--- src/hw/rtl/b64lw_pkg.sv ---
// package for the base64 line wrapping encoder
// holds the character constants, the run type and the alphabet lookup; no dependencies
package b64lw_pkg;

    // default register width of the line length
    localparam int LINE_LENGTH_BITS_DEF = 10;

    // line length after reset, cut to the register width where it is used
    localparam logic [15:0] LINE_LENGTH_RESET = 16'd76;

    // characters of a run: four group characters plus cr lf
    localparam int RUN_CHARS = 6;
    localparam int RUN_LEN_BITS = 3;

    localparam logic [7:0] PAD_CHAR = 8'h3d;
    localparam logic [7:0] CR_CHAR  = 8'h0d;
    localparam logic [7:0] LF_CHAR  = 8'h0a;

    localparam logic [RUN_LEN_BITS-1:0] GROUP_LEN = 3'd4;
    localparam logic [RUN_LEN_BITS-1:0] BREAK_LEN = 3'd6;

    // characters produced by one input word, sent first to last
    typedef struct packed {
        logic [RUN_CHARS-1:0][7:0]   chars;
        logic [RUN_LEN_BITS-1:0]     len;
    } run_t;

    // standard alphabet: A-Z, a-z, 0-9, '+', '/'
    function automatic logic [7:0] b64_char(input logic [5:0] sextet);
        logic [7:0] v;
        logic [7:0] c;
        v = {2'b00, sextet};
        if (sextet < 6'd26) begin
            c = 8'h41 + v;
        end else if (sextet < 6'd52) begin
            c = 8'h61 + (v - 8'd26);
        end else if (sextet < 6'd62) begin
            c = 8'h30 + (v - 8'd52);
        end else if (sextet == 6'd62) begin
            c = 8'h2b;
        end else begin
            c = 8'h2f;
        end
        return c;
    endfunction

endpackage

--- src/hw/rtl/b64lw_byte_if.sv ---
// channel for raw message bytes
// valid/ready handshake carrying one byte and its end of message flag; no dependencies
interface b64lw_byte_if;
    logic       valid;
    logic       ready;
    logic [7:0] data_byte;
    logic       end_of_message;

    modport source (output valid, output data_byte, output end_of_message, input ready);
    modport sink   (input valid, input data_byte, input end_of_message, output ready);
endinterface

--- src/hw/rtl/b64lw_char_if.sv ---
// channel for encoded characters
// valid/ready handshake carrying one character and its end of run flag; no dependencies
interface b64lw_char_if;
    logic       valid;
    logic       ready;
    logic [7:0] out_char;
    logic       last_of_run;

    modport source (output valid, output out_char, output last_of_run, input ready);
    modport sink   (input valid, input out_char, input last_of_run, output ready);
endinterface

--- src/hw/rtl/b64lw_encoder.sv ---
// input register, group gathering and column tracking of the encoder
// depends on b64lw_pkg and b64lw_byte_if; hands finished runs to the serializer
module b64lw_encoder #(
    parameter int LINE_LENGTH_BITS = b64lw_pkg::LINE_LENGTH_BITS_DEF
) (
    input  logic                        clk,
    input  logic                        rst_n,
    input  logic                        cfg_we,
    input  logic [LINE_LENGTH_BITS-1:0] cfg_data,
    b64lw_byte_if.sink                  raw,
    output logic                        run_valid,
    output b64lw_pkg::run_t             run,
    input  logic                        slot_free
);
    import b64lw_pkg::*;

    localparam int COL_BITS = LINE_LENGTH_BITS + 1;

    logic                        in_valid_reg;
    logic [7:0]                  in_byte_reg;
    logic                        in_eom_reg;
    logic [LINE_LENGTH_BITS-1:0] line_length_reg;
    logic [1:0]                  bytes_held_reg, bytes_held_next;
    logic [15:0]                 held_bits_reg, held_bits_next;
    logic [COL_BITS-1:0]         column_reg, column_next;

    logic                        emit;
    logic                        advance;
    logic [23:0]                 group;
    logic [1:0]                  npad;
    logic [COL_BITS-1:0]         col_plus4;
    logic                        line_break;

    // line length register
    always_ff @(posedge clk or negedge rst_n)
    begin
        if (!rst_n) begin
            line_length_reg <= LINE_LENGTH_RESET[LINE_LENGTH_BITS-1:0];
        end else if (cfg_we) begin
            line_length_reg <= cfg_data;
        end
    end

    // input register valid flag
    always_ff @(posedge clk or negedge rst_n)
    begin
        if (!rst_n) begin
            in_valid_reg <= 1'b0;
        end else if (raw.ready) begin
            in_valid_reg <= raw.valid;
        end
    end

    // input register payload
    always_ff @(posedge clk)
    begin
        if (raw.valid && raw.ready) begin
            in_byte_reg <= raw.data_byte;
            in_eom_reg  <= raw.end_of_message;
        end
    end

    // group forming: complete group, or flush of one or two bytes at the end of the message
    always_comb
    begin
        emit  = 1'b0;
        group = 24'd0;
        npad  = 2'd0;
        if (bytes_held_reg == 2'd2) begin
            emit  = 1'b1;
            group = {held_bits_reg, in_byte_reg};
        end else if (in_eom_reg) begin
            emit = 1'b1;
            if (bytes_held_reg == 2'd0) begin
                group = {in_byte_reg, 16'd0};
                npad  = 2'd2;
            end else begin
                group = {held_bits_reg[7:0], in_byte_reg, 8'd0};
                npad  = 2'd1;
            end
        end
    end

    // column advance and line break decision
    assign col_plus4  = column_reg + COL_BITS'(4);
    assign line_break = (line_length_reg != '0) && (col_plus4 >= {1'b0, line_length_reg});

    // run contents
    always_comb
    begin
        for (int i = 0; i < 4; i++) begin
            if (3'(i) + {1'b0, npad} >= 3'd4) begin
                run.chars[i] = PAD_CHAR;
            end else begin
                run.chars[i] = b64_char(group[(3 - i) * 6 +: 6]);
            end
        end
        run.chars[4] = CR_CHAR;
        run.chars[5] = LF_CHAR;
        run.len      = line_break ? BREAK_LEN : GROUP_LEN;
    end

    // handshake: a word without output never waits for the serializer
    assign advance   = in_valid_reg && (!emit || slot_free);
    assign raw.ready = !in_valid_reg || advance;
    assign run_valid = in_valid_reg && emit && slot_free;

    // next state of the gathering and the column
    always_comb
    begin
        bytes_held_next = bytes_held_reg;
        held_bits_next  = held_bits_reg;
        column_next     = column_reg;
        if (emit) begin
            bytes_held_next = 2'd0;
            held_bits_next  = 16'd0;
            column_next     = line_break ? '0 : col_plus4;
        end else begin
            bytes_held_next = bytes_held_reg + 2'd1;
            held_bits_next  = {held_bits_reg[7:0], in_byte_reg};
        end
        if (in_eom_reg) begin
            column_next = '0;
        end
    end

    // state registers
    always_ff @(posedge clk or negedge rst_n)
    begin
        if (!rst_n) begin
            bytes_held_reg <= 2'd0;
            held_bits_reg  <= 16'd0;
            column_reg     <= '0;
        end else if (advance) begin
            bytes_held_reg <= bytes_held_next;
            held_bits_reg  <= held_bits_next;
            column_reg     <= column_next;
        end
    end

`ifndef NO_ASSERTIONS
    // never more than two bytes held toward a group
    a_held_range: assert property (@(posedge clk) disable iff (!rst_n)
        bytes_held_reg != 2'd3)
        else $error("bytes held out of range");

    // a held word without output leaves at once
    a_no_stall_empty: assert property (@(posedge clk) disable iff (!rst_n)
        in_valid_reg && !emit |-> raw.ready)
        else $error("word without output stalled");

    // after a line break the column restarts
    a_break_clears: assert property (@(posedge clk) disable iff (!rst_n)
        run_valid && run.len == BREAK_LEN |=> column_reg == '0)
        else $error("column not cleared after line break");
`endif
endmodule

--- src/hw/rtl/b64lw_serializer.sv ---
// output stage: holds one run and sends its characters one word per cycle while encoded is ready
// depends on b64lw_pkg and b64lw_char_if
module b64lw_serializer (
    input  logic            clk,
    input  logic            rst_n,
    input  logic            run_valid,
    input  b64lw_pkg::run_t run,
    output logic            slot_free,
    b64lw_char_if.source    encoded
);
    import b64lw_pkg::*;

    run_t                    run_reg;
    logic                    valid_reg;
    logic [RUN_LEN_BITS-1:0] idx_reg;
    logic                    last;
    logic                    take;

    assign last      = idx_reg == RUN_LEN_BITS'(run_reg.len - 3'd1);
    assign take      = valid_reg && encoded.ready;
    assign slot_free = !valid_reg || (encoded.ready && last);

    assign encoded.valid       = valid_reg;
    assign encoded.out_char    = run_reg.chars[idx_reg];
    assign encoded.last_of_run = last;

    // run payload
    always_ff @(posedge clk)
    begin
        if (run_valid) begin
            run_reg <= run;
        end
    end

    // run control: valid flag and character index
    always_ff @(posedge clk or negedge rst_n)
    begin
        if (!rst_n) begin
            valid_reg <= 1'b0;
            idx_reg   <= '0;
        end else if (run_valid) begin
            valid_reg <= 1'b1;
            idx_reg   <= '0;
        end else if (take) begin
            if (last) begin
                valid_reg <= 1'b0;
            end else begin
                idx_reg <= idx_reg + 3'd1;
            end
        end
    end

`ifndef NO_ASSERTIONS
    // a held run is four characters or six with cr lf
    a_len_legal: assert property (@(posedge clk) disable iff (!rst_n)
        valid_reg |-> (run_reg.len == GROUP_LEN || run_reg.len == BREAK_LEN))
        else $error("illegal run length");

    // index stays inside the run
    a_idx_range: assert property (@(posedge clk) disable iff (!rst_n)
        valid_reg |-> idx_reg < run_reg.len)
        else $error("character index past run end");

    // a new run only arrives into a free slot
    a_load_free: assert property (@(posedge clk) disable iff (!rst_n)
        run_valid |-> slot_free)
        else $error("run loaded over a pending run");

    // taking the last character with nothing new empties the stage
    a_drain: assert property (@(posedge clk) disable iff (!rst_n)
        take && last && !run_valid |=> !valid_reg)
        else $error("stage not emptied after last character");
`endif
endmodule

--- src/hw/rtl/base64_line_wrapping_encoder.sv ---
// top level of the base64 line wrapping encoder
// depends on b64lw_pkg, b64lw_byte_if, b64lw_char_if, b64lw_encoder and b64lw_serializer

// Takes one raw byte per word on raw and sends base64 characters, '=' padding and
// CR LF line breaks one per word on encoded; last_of_run marks the final character
// caused by an input byte. A byte that completes a group, or ends the message, makes
// a run of four characters, six when the line length is reached. A byte passes an
// input register and then the output register, where its first character is valid
// on encoded; it waits in the input register while the previous run is still sent.
// The output stage sends one character per cycle while encoded is ready: bytes that
// only gather are taken every cycle, and a byte that makes a run is taken once the
// previous run's last character is taken or the output stage is empty. line_length
// is to be written through cfg_we/cfg_data only while the block is idle; the block
// does not enforce this itself. Zero disables breaks.
module base64_line_wrapping_encoder #(
    parameter int LINE_LENGTH_BITS = b64lw_pkg::LINE_LENGTH_BITS_DEF
) (
    input  logic                        clk,
    input  logic                        rst_n,
    input  logic                        cfg_we,
    input  logic [LINE_LENGTH_BITS-1:0] cfg_data,
    b64lw_byte_if.sink                  raw,
    b64lw_char_if.source                encoded
);
    import b64lw_pkg::*;

    logic run_valid;
    run_t run;
    logic slot_free;

    // gathering, padding and column tracking
    b64lw_encoder #(
        .LINE_LENGTH_BITS(LINE_LENGTH_BITS)
    ) u_encoder (
        .clk       (clk),
        .rst_n     (rst_n),
        .cfg_we    (cfg_we),
        .cfg_data  (cfg_data),
        .raw       (raw),
        .run_valid (run_valid),
        .run       (run),
        .slot_free (slot_free)
    );

    // one character per word to the output
    b64lw_serializer u_serializer (
        .clk       (clk),
        .rst_n     (rst_n),
        .run_valid (run_valid),
        .run       (run),
        .slot_free (slot_free),
        .encoded   (encoded)
    );
endmodule
--- src/flat_wrapper.sv ---
// flat-port wrapper written by rule: the top's interface ports become plain ports
module base64_line_wrapping_encoder_flat import b64lw_pkg::*;
#(
    parameter int LINE_LENGTH_BITS = b64lw_pkg::LINE_LENGTH_BITS_DEF
)
  (clk, rst_n, cfg_we, cfg_data, raw_valid, raw_data_byte, raw_end_of_message, raw_ready, encoded_valid, encoded_out_char, encoded_last_of_run, encoded_ready);
  b64lw_byte_if raw_i ();
  b64lw_char_if encoded_i ();
  input  logic clk;
  input  logic rst_n;
  input  logic cfg_we;
  input  logic [LINE_LENGTH_BITS-1:0] cfg_data;
  input wire logic [$bits(raw_i.valid)-1:0] raw_valid;
  input wire logic [$bits(raw_i.data_byte)-1:0] raw_data_byte;
  input wire logic [$bits(raw_i.end_of_message)-1:0] raw_end_of_message;
  output wire logic [$bits(raw_i.ready)-1:0] raw_ready;
  output wire logic [$bits(encoded_i.valid)-1:0] encoded_valid;
  output wire logic [$bits(encoded_i.out_char)-1:0] encoded_out_char;
  output wire logic [$bits(encoded_i.last_of_run)-1:0] encoded_last_of_run;
  input wire logic [$bits(encoded_i.ready)-1:0] encoded_ready;
  assign raw_i.valid = raw_valid;
  assign raw_i.data_byte = raw_data_byte;
  assign raw_i.end_of_message = raw_end_of_message;
  assign raw_ready = raw_i.ready;
  assign encoded_valid = encoded_i.valid;
  assign encoded_out_char = encoded_i.out_char;
  assign encoded_last_of_run = encoded_i.last_of_run;
  assign encoded_i.ready = encoded_ready;
  base64_line_wrapping_encoder #(.LINE_LENGTH_BITS(LINE_LENGTH_BITS)) u_core (.clk(clk), .rst_n(rst_n), .cfg_we(cfg_we), .cfg_data(cfg_data), .raw(raw_i), .encoded(encoded_i));
endmodule
--- config.mk ---
export PLATFORM = sky130hd
export DESIGN_NAME = base64_line_wrapping_encoder_flat
export DESIGN_NICKNAME = d
export VERILOG_FILES = /design/src/hw/rtl/b64lw_pkg.sv /design/src/hw/rtl/b64lw_byte_if.sv /design/src/hw/rtl/b64lw_char_if.sv /design/src/hw/rtl/b64lw_encoder.sv /design/src/hw/rtl/b64lw_serializer.sv /design/src/hw/rtl/base64_line_wrapping_encoder.sv /design/src/flat_wrapper.sv
export SDC_FILE = /design/constraint.sdc
export NUM_CORES = 1
export LEC_CHECK = 0
export BUFFER_PORTS_ARGS = -buffer_cell sky130_fd_sc_hd__buf_2
export CAP_MARGIN = 15
export CORE_MARGIN = 2
export CORE_UTILIZATION = 39
export DETAILED_ROUTE_END_ITERATION = 6
export GPL_ROUTABILITY_DRIVEN = 0
export SLEW_MARGIN = 40
export SYNTH_ARGS = -nofsm -noshare
export SYNTH_HDL_FRONTEND = slang
export SYNTH_SLANG_ARGS = --single-unit
--- constraint.sdc ---
create_clock -name clk -period 3.8 [get_ports clk]
set_input_delay 0.76 -clock clk [delete_from_list [all_inputs] [get_ports clk]]
set_output_delay 0.76 -clock clk [all_outputs]
set_load 0.01 [all_outputs]
==> metrics.cfg <==
[status]
status = finished clean

[sta]
relSlewSlack = 0.501
grt_setup_unrepaired = no
period_needed_ps = 3480
max_freq_ghz = 0.287
final.setup.worst_slack_ps = 320
clock_skew_ps = 5.62
finalSetupViolCount = 0
timing.final.crit_share = 0.916
holdWs_ps = 397
tightest_slew_ps = 748
finalSetupTns_ps = 0
report.final.slew_viol_count = 0
hold_viol = 0

[drt]
viasPerCell = 5.66
vias = 5103
route.detailed.drc = 0
firstDrtPassIters = 5
wirelength_mm = 15.4
ant_nets = 0
drt_iter0_drc = 423
wl_per_cell_um = 17.1

[place]
port_buffers = 34
place_worst_setup_slack_ps = 247
dp.cells = 885
dpl-instance-area_um2 = 6700
detailed_place_hpwl_mm = 11.8

[synthesis]
synthArstFlopShare = 0.500
synth_area_leaders = edfxtp_1, dfrtp_1, ha_1
synthFlopType = edfxtp_1
syn_area_um2 = 6350
seq_area_frac_synth = 0.365
synth_top_area_frac = 0.199
ys_warn_count = 0
synthTopCellsByCount = nand2_1, ha_1, edfxtp_1, dfrtp_1, o21ai_0
netlist_instances = 653
synth_nets = 724
synth_largest_area_cell = edfxtp_1
syn_avg_cell_area_um2 = 9.73
synth_edf_count = 42
synth_cell_type_count = 84
ys_ff_latch = 84
yosysMostFrequentCell = nand2_1

[power_and_ir_drop]
vdd.ir_drop.worst_v = 0.000359
power_density_nw_per_um2 = 777
power.total_mw = 5.44
leakage_nw = 2.92

[flow_run]
drv_cap = 0

[layout]
nNetsFinal = 751
fillCellCount = 1546
area_growth_pct = 10.2
seq_area_um2 = 2320
design_area_um2 = 7000
layout-drive-gt1-share = 0.166
antenna_cells = 0
largest_reg_flops = 33
final_util = 0.441
multi_input_area_um2 = 3720
final_cells = 901

[global_route]
antenna_found_initial = 0
grt_pass1_vias = 4960
grt.overflow.total = 0
grt_first_pass_wirelength_mm = 25.4
grt_max_degree = 43
grt_usage = 0.182

[floorplanning]
pin_count = 35
row_count = 46
die_x_um = 132
die_h_um = 132
start_util = 0.400
core_area_um2 = 15900
die_area_um2 = 17300

[cts]
clkLatencyLatePin_ps = 350
cts_tree = built
clock_path_buffers = 2
numCtsBuffers = 9
cts.sinks = 84
cts_root_buf = clkbuf_16
ctsHoldBuffers = 0
cts.htree.levels = 3
clk_pin_slew_ps = 60

[critical_path]
path_class = reg2reg
arrival_ps = 3560
endpoint_kind = register
crit_path_start_kind = register
cp_max_fo = 12
cp.required_ps = 3880

[hold_path]
hold_path_class = in2async

[kinds of logic (layout without fill, tap and decap cells)]
| group | count (synthesis) | count (layout) | share of synthesized area |
|---|---|---|---|
| fa+ha+maj | 48 | 48 | 0.0943 |
| flops | 84 | 84 | 0.365 |
| xor+xnor | 43 | 43 | 0.0605 |
| buf+inv | 68 | 100 | 0.0506 |
| simple gates | 201 | 201 | 0.163 |
| compound gates | 179 | 179 | 0.205 |
| mux | 30 | 30 | 0.0624 |
[power breakdown]
group | leakage [nW] | total (mW) | switching, mW | internal [mW]
clock network | 0.147 | 0.871 | 0.361 | 0.509
logic | 1.86 | 3.02 | 1.77 | 1.25
registers | 0.912 | 1.55 | 0.281 | 1.27
total | 2.92 | 5.44 | 2.41 | 3.03
[layer usage]
layer	wire length, um	vias to the layer above	track usage
met2	7030	186	0.285
met1	7070	2450	0.249
met3	930	27	0.0370
met4	388	0	0.0688
li1	-	2440	-
met5	0	-	0
[worst max-delay path: stages, from the launching register on]
cell and delay, ps:
dfrtp_1 390, inv_1 150, ha_2 340, nand4bb_1 190
and2_1 330, inv_4 110, ha_1 360, and3_1 240
a31oi_1 200, nand3_1 100, or3_1 340, a2111oi_2 360
a211oi_1 100
[layout make-up]
type,instances,area share
Timing Repair Buffer,44,0.0354
Sequential cell,84,0.331
Clock buffer,10,0.0327
Tap cell,216,0.0386
Multi-Input combinational cell,501,0.532
Clock inverter,6,0.00912
Inverter,40,0.0218
[placed cells by master (no fill, tap or decap), types with 7 or more instances in the layout]
cell / netlist / layout
nor2_1: 27 / 27
a22o_1: 24 / 24
a21oi_1: 34 / 34
and2_1: 8 / 8
o21ai_1: 7 / 7
buf_4: 3 / 11
xnor2_1: 26 / 26
nor2b_1: 8 / 7
inv_1: 35 / 35
ha_1: 47 / 46
nor3_1: 11 / 11
mux4_2: 7 / 7
dfrtp_1: 39 / 39
nand2_1: 77 / 77
clkbuf_16: 0 / 9
buf_2: 12 / 33
mux2i_1: 16 / 16
edfxtp_1: 42 / 42
a211oi_1: 7 / 7
o21ai_0: 37 / 37
xor2_1: 16 / 16
nand3_1: 26 / 26
[path summary, 6_finish.rpt]
path                                                    startpoint                             endpoint  slack (ps)  depth (start not counted)
worst min register to register  u_core.u_encoder.bytes_held_reg[0]   u_core.u_encoder.bytes_held_reg[0]         500                          2
worst min-delay path                                         rst_n    u_core.u_encoder.held_bits_reg[1]         400                          1
worst max register to register  u_core.u_encoder.bytes_held_reg[0]      u_core.u_serializer.run_reg[17]         320                         12
worst max-delay path            u_core.u_encoder.bytes_held_reg[0]      u_core.u_serializer.run_reg[17]         320                         12
max in group asynchronous                                    rst_n  u_core.u_encoder.line_length_reg[6]        3020                          1
min in group clk                u_core.u_encoder.bytes_held_reg[0]   u_core.u_encoder.bytes_held_reg[0]         500                          2
[timing repair]
item / in CTS / in global routing
buffers inserted: 0 / 0
endpoints found under the setup margin: 0 / 1
gates resized for setup: 0 / 1
Note: power is estimated with default switching activity, not from simulation.
